### config.mk
export PLATFORM = sky130hd
export DESIGN_NAME = three_axis_moving_average_report_unit
export DESIGN_NICKNAME = d
export VERILOG_FILES = /design/src/design/tmar_pkg.sv /design/src/design/tmar_queue.sv /design/src/design/tmar_div.sv /design/src/design/tmar_engine.sv /design/src/design/three_axis_moving_average_report_unit.sv
export SDC_FILE = /design/constraint.sdc
export NUM_CORES = 2
export LEC_CHECK = 0
export BUFFER_PORTS_ARGS = -buffer_cell sky130_fd_sc_hd__buf_2
export CAP_MARGIN = 20
export CELL_PAD_IN_SITES_DETAIL_PLACEMENT = 1
export CELL_PAD_IN_SITES_GLOBAL_PLACEMENT = 2
export CORE_MARGIN = 2
export CORE_UTILIZATION = 46
export CTS_CLUSTER_SIZE = 40
export DETAILED_ROUTE_END_ITERATION = 10
export PLACE_DENSITY_LB_ADDON = 0.2
export SLEW_MARGIN = 30
export SYNTH_ARGS = -nofsm -noshare
export SYNTH_HDL_FRONTEND = slang
export SYNTH_SLANG_ARGS = --single-unit
### constraint.sdc
create_clock -name i_clk -period 7.7 [get_ports i_clk]
set_input_delay 0.385 -clock i_clk [delete_from_list [all_inputs] [get_ports i_clk]]
set_output_delay 0.385 -clock i_clk [all_outputs]
set_load 0.005 [all_outputs]
### src/design/tmar_pkg.sv
// ----------------------------------------------------------------------------
// tmar_pkg
// shared types and constants for the three-axis moving average report unit
// ----------------------------------------------------------------------------
package tmar_pkg;

    localparam int DEPTH_DEF   = 16;
    localparam int SAMPLE_W    = 12;
    localparam int INTERVAL_W  = 16;
    localparam int SCALE_W     = 12;
    localparam int MG_W        = 16;
    localparam int CFG_DATA_W  = 16;
    localparam int QUEUE_DEPTH = 2;

    localparam logic [INTERVAL_W-1:0] INTERVAL_RST = 16'd1000;
    localparam logic [SCALE_W-1:0]    SCALE_RST    = 12'd512;

    localparam logic signed [MG_W-1:0] MG_MAX = 16'sh7fff;
    localparam logic signed [MG_W-1:0] MG_MIN = 16'sh8000;

    // configuration register indexes
    localparam logic CFG_INTERVAL = 1'b0;
    localparam logic CFG_SCALE    = 1'b1;

    typedef struct packed {
        logic                       is_tick;
        logic signed [SAMPLE_W-1:0] x;
        logic signed [SAMPLE_W-1:0] y;
        logic signed [SAMPLE_W-1:0] z;
    } t_item;

    typedef struct packed {
        logic busy;
        logic done;
    } t_div_status;

endpackage

### src/design/tmar_queue.sv
// ----------------------------------------------------------------------------
// tmar_queue
// front end: accepts input transactions, tags ticks and samples, short queue
// ----------------------------------------------------------------------------
module tmar_queue
    import tmar_pkg::*;
(
    input  logic                       i_clk,
    input  logic                       i_rst_n,
    input  logic                       i_valid,
    output logic                       o_stall,
    input  logic                       i_action,
    input  logic signed [SAMPLE_W-1:0] i_sample_x,
    input  logic signed [SAMPLE_W-1:0] i_sample_y,
    input  logic signed [SAMPLE_W-1:0] i_sample_z,
    output logic                       o_head_valid,
    output t_item                      o_head,
    input  logic                       i_pop
);

    localparam int PW = (QUEUE_DEPTH > 1) ? $clog2(QUEUE_DEPTH) : 1;
    localparam int CW = $clog2(QUEUE_DEPTH + 1);

    t_item           r_store [QUEUE_DEPTH];
    logic [PW-1:0]   r_wp;
    logic [PW-1:0]   r_rp;
    logic [CW-1:0]   r_cnt;
    logic            push;
    logic            pop;
    t_item           item;

    assign o_stall      = (r_cnt == CW'(QUEUE_DEPTH));
    assign push         = i_valid && !o_stall;
    assign pop          = i_pop && o_head_valid;
    assign o_head_valid = (r_cnt != '0);
    assign o_head       = r_store[r_rp];

    always_comb begin
        item.is_tick = i_action;
        item.x       = i_sample_x;
        item.y       = i_sample_y;
        item.z       = i_sample_z;
    end

    always_ff @(posedge i_clk) begin
        if (push) begin
            r_store[r_wp] <= item;
        end
    end

    always_ff @(posedge i_clk) begin
        if (!i_rst_n) begin
            r_wp  <= '0;
            r_rp  <= '0;
            r_cnt <= '0;
        end else begin
            if (push) begin
                r_wp <= (r_wp == PW'(QUEUE_DEPTH - 1)) ? '0 : r_wp + 1'b1;
            end
            if (pop) begin
                r_rp <= (r_rp == PW'(QUEUE_DEPTH - 1)) ? '0 : r_rp + 1'b1;
            end
            case ({push, pop})
                2'b10:   r_cnt <= r_cnt + 1'b1;
                2'b01:   r_cnt <= r_cnt - 1'b1;
                default: r_cnt <= r_cnt;
            endcase
        end
    end

endmodule

### src/design/tmar_div.sv
// ----------------------------------------------------------------------------
// tmar_div
// restoring unsigned divider, one quotient bit per cycle
// ----------------------------------------------------------------------------
module tmar_div
    import tmar_pkg::*;
#(
    parameter int DVD_W = 22,
    parameter int DVS_W = 5
) (
    input  logic              i_clk,
    input  logic              i_rst_n,
    input  logic              i_start,
    input  logic [DVD_W-1:0]  i_dividend,
    input  logic [DVS_W-1:0]  i_divisor,
    output t_div_status       o_status,
    output logic [DVD_W-1:0]  o_quot
);

    localparam int KW = $clog2(DVD_W + 1);

    logic [DVD_W-1:0] r_q;
    logic [DVS_W-1:0] r_rem;
    logic [DVS_W-1:0] r_dvs;
    logic [KW-1:0]    r_cnt;
    logic             r_busy;
    logic             r_done;
    logic [DVS_W:0]   rem_sh;
    logic [DVS_W:0]   rem_sub;
    logic             fits;

    assign rem_sh  = {r_rem, r_q[DVD_W-1]};
    assign rem_sub = rem_sh - {1'b0, r_dvs};
    assign fits    = (rem_sh >= {1'b0, r_dvs});

    assign o_status.busy = r_busy;
    assign o_status.done = r_done;
    assign o_quot        = r_q;

    always_ff @(posedge i_clk) begin
        if (!i_rst_n) begin
            r_busy <= 1'b0;
            r_done <= 1'b0;
            r_cnt  <= '0;
        end else begin
            r_done <= 1'b0;
            if (i_start && !r_busy) begin
                r_busy <= 1'b1;
                r_cnt  <= KW'(DVD_W);
            end else if (r_busy) begin
                r_cnt <= r_cnt - 1'b1;
                if (r_cnt == KW'(1)) begin
                    r_busy <= 1'b0;
                    r_done <= 1'b1;
                end
            end
        end
    end

    always_ff @(posedge i_clk) begin
        if (i_start && !r_busy) begin
            r_q   <= i_dividend;
            r_rem <= '0;
            r_dvs <= i_divisor;
        end else if (r_busy) begin
            r_q   <= {r_q[DVD_W-2:0], fits};
            r_rem <= fits ? rem_sub[DVS_W-1:0] : rem_sh[DVS_W-1:0];
        end
    end

endmodule

### src/design/tmar_engine.sv
// ----------------------------------------------------------------------------
// tmar_engine
// back end: ring store, running sums, tick count and report sequencing
// ----------------------------------------------------------------------------
module tmar_engine
    import tmar_pkg::*;
#(
    parameter int DEPTH = DEPTH_DEF
) (
    input  logic                           i_clk,
    input  logic                           i_rst_n,
    input  logic                           i_head_valid,
    input  t_item                          i_head,
    output logic                           o_pop,
    input  logic [INTERVAL_W-1:0]          i_interval,
    input  logic [SCALE_W-1:0]             i_scale,
    output logic                           o_valid,
    input  logic                           i_stall,
    output logic signed [MG_W-1:0]         o_x_mg,
    output logic signed [MG_W-1:0]         o_y_mg,
    output logic signed [MG_W-1:0]         o_z_mg,
    output logic [$clog2(DEPTH+1)-1:0]     o_window_fill
);

    localparam int AW     = $clog2(DEPTH);
    localparam int FW     = $clog2(DEPTH + 1);
    localparam int SUM_W  = SAMPLE_W + AW;
    localparam int PROD_W = SUM_W + SCALE_W + 1;
    localparam int NUM_W  = PROD_W + 2;
    localparam int DVD_W  = NUM_W - 9;
    localparam int ENT_W  = 3 * SAMPLE_W;

    localparam logic [1:0] AXIS_X = 2'd0;
    localparam logic [1:0] AXIS_Y = 2'd1;
    localparam logic [1:0] AXIS_Z = 2'd2;

    typedef enum logic [2:0] {
        S_IDLE, S_UPD, S_CHECK, S_MUL, S_ABS, S_DIV, S_OUT
    } t_state;

    t_state                     r_state;
    t_item                      r_item;
    logic signed [SUM_W-1:0]    r_sum_x;
    logic signed [SUM_W-1:0]    r_sum_y;
    logic signed [SUM_W-1:0]    r_sum_z;
    logic [AW-1:0]              r_slot;
    logic [FW-1:0]              r_fill;
    logic [INTERVAL_W-1:0]      r_ticks;
    logic [1:0]                 r_axis;
    logic signed [PROD_W-1:0]   r_prod;
    logic                       r_neg;
    logic signed [MG_W-1:0]     r_res [3];
    logic                       r_out_valid;
    logic signed [MG_W-1:0]     r_out_x;
    logic signed [MG_W-1:0]     r_out_y;
    logic signed [MG_W-1:0]     r_out_z;
    logic [FW-1:0]              r_out_fill;

    logic [ENT_W-1:0]           r_ring [DEPTH];
    logic [ENT_W-1:0]           r_rd;

    logic                       full;
    logic signed [SAMPLE_W-1:0] old_x;
    logic signed [SAMPLE_W-1:0] old_y;
    logic signed [SAMPLE_W-1:0] old_z;
    logic                       ring_we;
    logic signed [SUM_W-1:0]    sum_sel;
    logic signed [NUM_W-1:0]    num;
    logic [NUM_W-1:0]           num_mag;
    logic                       div_start;
    t_div_status                div_stat;
    logic [DVD_W-1:0]           quot;
    logic signed [MG_W-1:0]     res_sat;
    logic                       out_free;

    assign full    = (r_fill == FW'(DEPTH));
    assign old_x   = full ? r_rd[3*SAMPLE_W-1:2*SAMPLE_W] : '0;
    assign old_y   = full ? r_rd[2*SAMPLE_W-1:SAMPLE_W]   : '0;
    assign old_z   = full ? r_rd[SAMPLE_W-1:0]            : '0;
    assign ring_we = (r_state == S_UPD);

    // ring read is registered, the slot is read the cycle before the update
    always_ff @(posedge i_clk) begin
        if (ring_we) begin
            r_ring[r_slot] <= {r_item.x, r_item.y, r_item.z};
        end
        r_rd <= r_ring[r_slot];
    end

    always_comb begin
        case (r_axis)
            AXIS_X:  sum_sel = r_sum_x;
            AXIS_Y:  sum_sel = r_sum_y;
            AXIS_Z:  sum_sel = r_sum_z;
            default: sum_sel = r_sum_x;
        endcase
    end

    // 2*sum*scale + 256*fill, magnitude then divided by 512 and the fill count
    assign num     = (NUM_W'(r_prod) <<< 1) + NUM_W'(signed'({1'b0, r_fill, 8'b0}));
    assign num_mag = num[NUM_W-1] ? NUM_W'(-num) : NUM_W'(num);

    assign div_start = (r_state == S_ABS);

    tmar_div #(
        .DVD_W (DVD_W),
        .DVS_W (FW)
    ) u_div (
        .i_clk      (i_clk),
        .i_rst_n    (i_rst_n),
        .i_start    (div_start),
        .i_dividend (num_mag[NUM_W-1:9]),
        .i_divisor  (r_fill),
        .o_status   (div_stat),
        .o_quot     (quot)
    );

    always_comb begin
        if (r_neg) begin
            if (quot > DVD_W'(32768)) begin
                res_sat = MG_MIN;
            end else begin
                res_sat = -signed'(quot[MG_W-1:0]);
            end
        end else begin
            if (quot > DVD_W'(32767)) begin
                res_sat = MG_MAX;
            end else begin
                res_sat = signed'(quot[MG_W-1:0]);
            end
        end
    end

    assign out_free = !r_out_valid || !i_stall;
    assign o_pop    = (r_state == S_IDLE) && i_head_valid;

    always_ff @(posedge i_clk) begin
        if (!i_rst_n) begin
            r_state     <= S_IDLE;
            r_sum_x     <= '0;
            r_sum_y     <= '0;
            r_sum_z     <= '0;
            r_slot      <= '0;
            r_fill      <= '0;
            r_ticks     <= '0;
            r_axis      <= AXIS_X;
            r_out_valid <= 1'b0;
        end else begin
            if (r_out_valid && !i_stall && (r_state != S_OUT)) begin
                r_out_valid <= 1'b0;
            end
            case (r_state)
                S_IDLE: begin
                    if (i_head_valid) begin
                        r_item <= i_head;
                        if (i_head.is_tick) begin
                            if (r_ticks != '1) begin
                                r_ticks <= r_ticks + 1'b1;
                            end
                            r_state <= S_CHECK;
                        end else begin
                            r_state <= S_UPD;
                        end
                    end
                end
                S_UPD: begin
                    r_sum_x <= r_sum_x + SUM_W'(r_item.x) - SUM_W'(old_x);
                    r_sum_y <= r_sum_y + SUM_W'(r_item.y) - SUM_W'(old_y);
                    r_sum_z <= r_sum_z + SUM_W'(r_item.z) - SUM_W'(old_z);
                    r_slot  <= (r_slot == AW'(DEPTH - 1)) ? '0 : r_slot + 1'b1;
                    if (!full) begin
                        r_fill <= r_fill + 1'b1;
                    end
                    r_state <= S_CHECK;
                end
                S_CHECK: begin
                    if ((r_ticks >= i_interval) && (r_fill != '0)) begin
                        r_axis  <= AXIS_X;
                        r_state <= S_MUL;
                    end else begin
                        r_state <= S_IDLE;
                    end
                end
                S_MUL: begin
                    r_prod  <= sum_sel * signed'({1'b0, i_scale});
                    r_state <= S_ABS;
                end
                S_ABS: begin
                    r_neg   <= num[NUM_W-1];
                    r_state <= S_DIV;
                end
                S_DIV: begin
                    if (div_stat.done) begin
                        r_res[r_axis] <= res_sat;
                        if (r_axis == AXIS_Z) begin
                            r_state <= S_OUT;
                        end else begin
                            r_axis  <= r_axis + 1'b1;
                            r_state <= S_MUL;
                        end
                    end
                end
                S_OUT: begin
                    if (out_free) begin
                        r_out_valid <= 1'b1;
                        r_out_x     <= r_res[AXIS_X];
                        r_out_y     <= r_res[AXIS_Y];
                        r_out_z     <= r_res[AXIS_Z];
                        r_out_fill  <= r_fill;
                        r_ticks     <= '0;
                        r_state     <= S_IDLE;
                    end
                end
                default: r_state <= S_IDLE;
            endcase
        end
    end

    assign o_valid       = r_out_valid;
    assign o_x_mg        = r_out_x;
    assign o_y_mg        = r_out_y;
    assign o_z_mg        = r_out_z;
    assign o_window_fill = r_out_fill;

    a_fill_bound: assert property (@(posedge i_clk) disable iff (!i_rst_n)
        r_fill <= FW'(DEPTH))
        else $error("fill count beyond window depth");

    a_div_idle_start: assert property (@(posedge i_clk) disable iff (!i_rst_n)
        div_start |-> !div_stat.busy)
        else $error("divider started while busy");

    a_report_clears_ticks: assert property (@(posedge i_clk) disable iff (!i_rst_n)
        (r_state == S_OUT && out_free) |=> (r_ticks == '0 && r_out_valid))
        else $error("report did not clear tick count");

    a_report_fill: assert property (@(posedge i_clk) disable iff (!i_rst_n)
        r_out_valid |-> (r_out_fill != '0))
        else $error("report with empty window");

    a_pop_only_idle: assert property (@(posedge i_clk) disable iff (!i_rst_n)
        o_pop |=> (r_state == S_UPD || r_state == S_CHECK))
        else $error("dequeued transaction not taken up");

endmodule

### src/design/three_axis_moving_average_report_unit.sv
// a sample passes the engine states IDLE, UPD and CHECK, a tick IDLE and CHECK, after the queue
// a report then runs MUL, ABS and the serial divider for each axis in turn, then OUT
// the engine takes one transaction at a time and pops the next only when back in IDLE
// the single shared multiplier and one-bit-per-cycle divider run the three axes in turn
// synchronous active-low reset clears sums, counts and registers, no clearing pass
// ----------------------------------------------------------------------------
// three_axis_moving_average_report_unit
// boxcar moving average of three accelerometer axes with periodic reports
// ----------------------------------------------------------------------------
module three_axis_moving_average_report_unit
    import tmar_pkg::*;
#(
    parameter int DEPTH = DEPTH_DEF
) (
    input  logic                        i_clk,
    input  logic                        i_rst_n,
    input  logic                        i_valid,
    output logic                        o_stall,
    input  logic                        i_action,
    input  logic signed [SAMPLE_W-1:0]  i_sample_x,
    input  logic signed [SAMPLE_W-1:0]  i_sample_y,
    input  logic signed [SAMPLE_W-1:0]  i_sample_z,
    output logic                        o_valid,
    input  logic                        i_stall,
    output logic signed [MG_W-1:0]      o_x_mg,
    output logic signed [MG_W-1:0]      o_y_mg,
    output logic signed [MG_W-1:0]      o_z_mg,
    output logic [$clog2(DEPTH+1)-1:0]  o_window_fill,
    input  logic                        i_cfg_valid,
    output logic                        o_cfg_ready,
    input  logic                        i_cfg_index,
    input  logic [CFG_DATA_W-1:0]       i_cfg_data
);

    logic [INTERVAL_W-1:0] r_interval;
    logic [SCALE_W-1:0]    r_scale;
    logic                  head_valid;
    t_item                 head;
    logic                  pop;

    assign o_cfg_ready = 1'b1;

    always_ff @(posedge i_clk) begin
        if (!i_rst_n) begin
            r_interval <= INTERVAL_RST;
            r_scale    <= SCALE_RST;
        end else if (i_cfg_valid && o_cfg_ready) begin
            case (i_cfg_index)
                CFG_INTERVAL: r_interval <= i_cfg_data[INTERVAL_W-1:0];
                CFG_SCALE:    r_scale    <= i_cfg_data[SCALE_W-1:0];
                default:      r_scale    <= r_scale;
            endcase
        end
    end

    tmar_queue u_queue (
        .i_clk        (i_clk),
        .i_rst_n      (i_rst_n),
        .i_valid      (i_valid),
        .o_stall      (o_stall),
        .i_action     (i_action),
        .i_sample_x   (i_sample_x),
        .i_sample_y   (i_sample_y),
        .i_sample_z   (i_sample_z),
        .o_head_valid (head_valid),
        .o_head       (head),
        .i_pop        (pop)
    );

    tmar_engine #(
        .DEPTH (DEPTH)
    ) u_engine (
        .i_clk         (i_clk),
        .i_rst_n       (i_rst_n),
        .i_head_valid  (head_valid),
        .i_head        (head),
        .o_pop         (pop),
        .i_interval    (r_interval),
        .i_scale       (r_scale),
        .o_valid       (o_valid),
        .i_stall       (i_stall),
        .o_x_mg        (o_x_mg),
        .o_y_mg        (o_y_mg),
        .o_z_mg        (o_z_mg),
        .o_window_fill (o_window_fill)
    );

endmodule

# ---- Word level (Yosys, flattened, before mapping)
# Memories as Yosys holds them, arrays and structs flattened. A register that Yosys moved wholly into a read port is not among the register bits.
# Cells that the tools add are included.
dict set report classes {
  n_addsub 19
  mul 1
  magnitude_cmp 4
  eq_ne 23
  muxes 50
  bitwise_logic 4
  n_reduce_logical 31
}
# operator count
set ops {}
lappend ops {{16-bit two-way mux} 7}
lappend ops {{16-bit case mux with 2 select lines} 2}
lappend ops {{16-bit by 12-bit adder with 16-bit output} 3}
lappend ops {{16-bit by 12-bit subtractor with 16-bit output} 3}
lappend ops {{22-bit two-way mux} 2}
lappend ops {{12-bit two-way mux} 3}
lappend ops {{30-bit by 14-bit adder with 31-bit output} 1}
lappend ops {{31-bit two-way mux} 1}
lappend ops {{31-bit negator} 1}
lappend ops {{16-bit by 13-bit multiplier with 29-bit output} 1}
lappend ops {{22-bit by 15-bit greater-than comparator with 1-bit output (second input constant)} 1}
lappend ops {{22-bit by 16-bit greater-than comparator with 1-bit output (second input constant)} 1}
lappend ops {{3-bit case mux with 7 select lines} 1}
lappend ops {{1-bit two-way mux} 19}
lappend ops {{16-bit by 1-bit adder with 16-bit output (second input constant)} 1}
lappend ops {{16-bit >= comparator} 1}
lappend ops {{16-bit != test (second input constant)} 1}
lappend ops {{16-bit negator} 1}
lappend ops {{5-bit two-way mux} 3}
lappend ops {{3-bit two-way mux} 4}
lappend ops {{2-bit two-way mux} 5}
lappend ops {{2-bit AND reduction} 5}
lappend ops {{2-bit nonzero test} 5}
lappend ops {{3-bit equality test (second input constant)} 3}
lappend ops {{other kinds (31)} 57}
dict set report word_totals {
  register_bits 221
  ramBits 698
  in_bits 59
  output_inout_bits 56
  elab_cells 162
  n_memories 3
}
# name depth width read_ports rd_clocked_by_memory_dff wr line_no
set mem_list {}
lappend mem_list {u_engine.r_ring 16 36 1 1 1 tmar_engine.sv:59} ;# logic [ENT_W-1:0] r_ring [DEPTH];
lappend mem_list {u_queue.r_store 2 37 1 1 1 tmar_queue.sv:24} ;# t_item r_store [QUEUE_DEPTH];
lappend mem_list {u_engine.r_res 3 16 3 3 1 tmar_engine.sv:52} ;# logic signed [MG_W-1:0] r_res [3];

# ---- Logic depth before layout (Yosys ltp)
dict set report depth {
  depth_word 6
  ltp_mapped 27
  ltp_nobuf 24
}

# ---- Modules after synthesis
# From an unflattened synthesis, not the netlist that was laid out.
dict set report hier_totals {
  hier_cells 3538
  area_unflattened_um2 49754.0
}
# module instances cells_per_inst area_per_inst_um2 seq_area_each_um2
set by_module_without_submodules {}
lappend by_module_without_submodules {tmar_engine 1 3127 43843.3 24613.6}
lappend by_module_without_submodules {tmar_queue 1 141 2897.8 2322.2}
lappend by_module_without_submodules {tmar_div 1 150 1906.8 1051.0}
lappend by_module_without_submodules {three_axis_moving_average_report_unit 1 120 1106.1 560.5}

# ---- Worst setup path before layout
# Ideal clock, no wire load.
dict set report synth_path {
  kind {register to register}
  start {register u_engine.r_axis[0]}
  end {register u_engine.r_prod[26], data pin}
  setup_ns 0.271
  arrival_ns 6.071
  t_required_ns 7.429
  setup_slack_ns 1.359
  path_stages_with_launch 24
  n_path_buf 3
  period_less_slack_ns 6.341
  path_cell_list {dfxtp_1 -> inv_1 -> ha_1 -> clkbuf_1 -> clkbuf_1 -> a21oi_1 -> clkbuf_1 -> and2_1 -> fa_1 -> inv_1 -> fa_1 -> inv_1 -> fa_1 -> fa_1 -> inv_1 -> fa_1 -> inv_1 -> ha_1 -> a21o_1 -> a21oi_1 -> a21boi_0 -> a21boi_0 -> mux2i_1 -> o2111ai_1}
}
dict set report synth_between {
  elab_chain_len 3
  word_cells_on_any_way 4
  cone_classes {mul (1); eq/ne (2); mux (1)}
}
# item line_no
set synth_rtl {}
lappend synth_rtl {{from (decl)} tmar_engine.sv:49} ;# logic [1:0] r_axis;
lappend synth_rtl {{from (signal assigned)} tmar_engine.sv:198} ;# r_axis <= r_axis + 1'b1;
lappend synth_rtl {{2-bit equality test or 2-bit by 1-bit equality test with 1-bit output (tied branches)} tmar_engine.sv:91} ;# case (r_axis)
lappend synth_rtl {{16-bit case mux with 2 select lines (*)} tmar_engine.sv:91}
lappend synth_rtl {{16-bit by 13-bit multiplier with 29-bit output (*)} tmar_engine.sv:185} ;# r_prod <= sum_sel * signed'({1'b0, i_scale});
lappend synth_rtl {{to (signal assigned)} tmar_engine.sv:185}
lappend synth_rtl {{to (decl)} tmar_engine.sv:50} ;# logic signed [PROD_W-1:0] r_prod;
# Mark *: on every way between the ends. The rest lies on a longest branch, timed or not.
# A chain may end at the register's enable or synchronous reset.

# ---- Worst setup path in the final report
dict set report layout_path {
  start {register u_engine.r_axis[1]}
  end {register u_engine.r_prod[26], data pin}
}
# Same word-level chain as after synthesis.

==> results.json <==
{
  "status": "completed",
  "tightest_slew_ps": 1027,
  "synth-simple-area-share_pct": 8.190,
  "cap_violations": 0,
  "netlist_instances": 3590,
  "synth.distinct_cells": 87,
  "routed_via_density": 5.525,
  "drc": 0,
  "ant_nets": 0,
  "synth_xor_area_share_pct": 2.267,
  "cts_made_buffers": 104,
  "critPathLaunchType": "flop",
  "dp_slack_ps": 613.4,
  "register_area_um2": 28560,
  "drive_above_1_share_pct": 16.23,
  "cts_setup_buffers": 0,
  "ys.flop_type": "edfxtp_1",
  "fin_nets": 4217,
  "cts_tree": "done",
  "start_util_pct": 46.41,
  "worstSetupPathType": "reg -> reg",
  "hold_path_end": "u_engine.o_valid",
  "p_leak_uw": 0.02084,
  "slew_headroom_pct": 31.53,
  "grt_overflow_total": 0,
  "rsz0062_at_grt": "no",
  "hp-start": "i_stall",
  "dieArea_um2": 110600,
  "synth_top_family_by_area": "adder cells",
  "clk_latency_ps": 750,
  "power_switching_uw": 5246,
  "finalMaxSlewViolations": 0,
  "timing.hold.ws_ps": 69.70,
  "multi_input_area_um2": 18930,
  "p_seq_share_pct": 42.1,
  "powerDensity_nw_per_um2": 296.7,
  "synth_nets": 4029,
  "hold_violations": 0,
  "hold_class": "in -> reg",
  "drtIter0Drc": 1949,
  "wl_per_cell_um": 23.97,
  "setup_viol": 0,
  "fin_ws_ps": 541.7,
  "p_total_uw": 16700,
  "synth-adder-area-share_pct": 12.97,
  "die_h_um": 332.6,
  "synthArstFlopShare_pct": 0,
  "vias": 29130,
  "grtUsageTotal_pct": 23.23,
  "timing.rr.end": "u_engine.r_prod[26]",
  "grt_pass1_wl_um": 195900,
  "yosysSeqAreaShare_pct": 57.46,
  "ioPinCount": 115,
  "die_x_um": 332.6,
  "path_clk_slew_ps": 70,
  "worstPathMaxFanout": 17,
  "cp-startpoint": "u_engine.r_axis[1]",
  "syn_area_um2": 49680,
  "rr_worst_depth": 24,
  "timing.rr.start": "u_engine.r_axis[1]",
  "globalplace.congestion": 0.8248,
  "wl_um": 126400,
  "synth-compound-area-share_pct": 5.135,
  "hold-path-cell-count": 3,
  "critPathArrivalTime_ps": 7570,
  "clock_sinks": 1004,
  "core_um2": 107100,
  "pwr-share-clk_pct": 31.3,
  "fmax_mhz": 139.7,
  "synth-seq-cells": 1004,
  "area_delta_synth_final_pct": 13.30,
  "grt_max_degree": 77,
  "synth_mux_area_share_pct": 9.177,
  "cts_buffer_depth": 3,
  "first_pass_iters": 5,
  "internal-power_uw": 11460,
  "required_ps": 8110,
  "dp_hpwl_um": 82320,
  "antenna_found_initial": 1,
  "fillCellCount": 10480,
  "period_share_pct": 92.96,
  "min_period_ps": 7158,
  "diodes": 0,
  "rrSetupSlack_ps": 540,
  "grt_pass1_vias": 32540,
  "syn_avg_cell_area_um2": 13.84,
  "synth_edf_count": 844,
  "synth_warnings": 0,
  "port_buffers": 113,
  "cts_root_buffer": "clkbuf_16",
  "row_count": 120,
  "fin_skew_ps": 78.18,
  "end_kind": "flop",
  "tns_ps": 0,
  "vdd_drop_max_uv": 223.2,
  "switching_share_pct": 31.41,
  "power_frac_comb_pct": 26.6,
  "htreeDepth": 3
}
-- metrics by stage --
stage	cell area [µm²]	utilization [%]	instances
3_3_place_gp	52070	48.64	5020
6_report	56290	52.58	5273
3_5_place_dp	52110	48.68	5021
2_1_floorplan	49680	-	3590
5_1_grt	56290	52.58	5273
4_1_cts	56260	52.55	5272
-- cells by family after synthesis --
logic type / Yosys count
AND/OR/NAND/NOR: 830
buffers and inverters: 629
adder cells (fa/ha/maj): 380
flip-flops: 1004
multiplexers: 226
AO/OA/AOI/OAI: 394
XOR/XNOR: 126
other: 1
-- timing repair --
item	in CTS	in global routing
hold buffers	53	0
setup endpoints to repair	0	0
hold endpoints to repair	102	0
resized for setup	0	0
-- worst max-delay path: stages, from the launching register on --
cell	delay [ps]
dfxtp_1	330
inv_1	110
ha_1	560
a22oi_1	240
a21oi_1	480
buf_4	220
buf_4	140
nand2_1	80
fa_1	560
inv_1	60
fa_1	460
fa_1	530
fa_1	550
inv_1	50
fa_1	530
inv_1	40
ha_1	380
nand2_1	110
o21bai_1	210
nor3_1	80
o21ai_0	190
nand4_1	250
a21boi_0	350
mux2i_1	240
o2111ai_1	130
-- registers in the layout, indices dropped and copies added (netlist names), 12 cells and up, named ones only --
name,cells
u_engine.r_res,48
u_engine.u_div.o_quot,22
r_interval,16
u_engine.r_sum_z,16
r_scale,12
u_engine.r_ticks,16
u_engine.r_item,36
o_z_mg,16
u_engine.r_rd,36
u_engine.r_ring,576
u_engine.r_sum_y,16
o_x_mg,16
u_queue.r_store,74
u_engine.r_prod,29
o_y_mg,16
u_engine.r_sum_x,16
-- worst max-delay path by stage --
stage | end | cells past startpoint
floorplan | u_engine.r_prod[26] | 23
global placement | u_engine.r_prod[26] | 22
detailed placement | u_engine.r_prod[26] | 24
CTS | u_engine.r_prod[26] | 24
global route | u_engine.r_prod[26] | 24
finish | u_engine.r_prod[26] | 24
-- metal layers --
metal | routed length, µm | GRT usage [%] | share of wire [%]
met2 | 66990 | 42.25 | 53
met5 | 0 | 0 | 0
met3 | 4297 | 2.804 | 3.4
met4 | 3074 | 6.509 | 2.4
met1 | 52030 | 29.14 | 41
-- cells in the final DEF (no fill, tap or decap), drive strengths merged, types with 19 or more instances in the layout --
| master | count |
|---|---|
| edfxtp | 844 |
| inv | 485 |
| nand2 | 313 |
| fa | 225 |
| mux4 | 180 |
| buf | 174 |
| dfxtp | 160 |
| ha | 155 |
| nor2 | 140 |
| clkbuf | 140 |
| and2 | 130 |
| a21oi | 127 |
| o21ai | 86 |
| xnor2 | 77 |
| dlygate4sd3 | 53 |
| nand3 | 49 |
| xor2 | 49 |
| nor3 | 43 |
| clkinv | 43 |
| mux2 | 36 |
| nand4 | 27 |
| nor2b | 23 |
| a21o | 23 |
| nand2b | 22 |
| or3 | 22 |
| a22oi | 20 |
| o21a | 19 |
| and3 | 19 |
-- power groups by stage --
stage	Clock [µW]	Combinational (µW)	Sequential [µW]
after floorplan	0	3310	6890
after global placement	0	4270	7090
after detailed placement	0	4450	7140
after CTS	5340	4520	7020
after global routing	5510	5000	7080
final	5230	4450	7020
-- cells in the mapped netlist (5+ instances only) --
library cell  count  area share [%]
buf_1            20            0.15
a31oi_1           9            0.11
xnor2_1          75             1.3
o211ai_1         15            0.23
nand3_1          49            0.49
nand2b_1         22            0.28
mux2_2           36            0.82
dfxtp_1         160             6.4
o21bai_1         10            0.15
nand2_1         313             2.4
buf_2             9           0.091
a211o_1           5           0.088
a21oi_1         126             1.3
o21ai_0          78            0.79
a211oi_1         15            0.23
o21a_1           19            0.29
or2_2             6           0.076
edfxtp_1        844              51
xor2_1           48            0.85
a22oi_1          20            0.30
a21boi_0          5           0.076
a221oi_1          5           0.088
nand4_1          27            0.34
fa_1            225             9.1
o21ai_1           8           0.081
nor3_1           39            0.39
ha_1            155             3.9
mux4_2          180             8.2
nor3b_1           8            0.12
and2_1          130             1.6
o31ai_1           7            0.11
o311ai_0         10            0.18
nor2_1          138             1.0
or3_1            22            0.28
a21o_1           23            0.35
and3_1           19            0.24
inv_1           483             3.6
clkbuf_1        114            0.86
mux2i_1          10            0.20
nor2b_1          23            0.29
-- cell type report --
class	instances	area share [%]
clock buffer	140	5.193
clock inverter	58	1.238
inverter	484	3.228
multi-input combinational	1957	33.62
sequential	1004	50.75
tap	1403	3.119
timing repair buffer	227	2.852
Power figures use the tool's default switching activity.
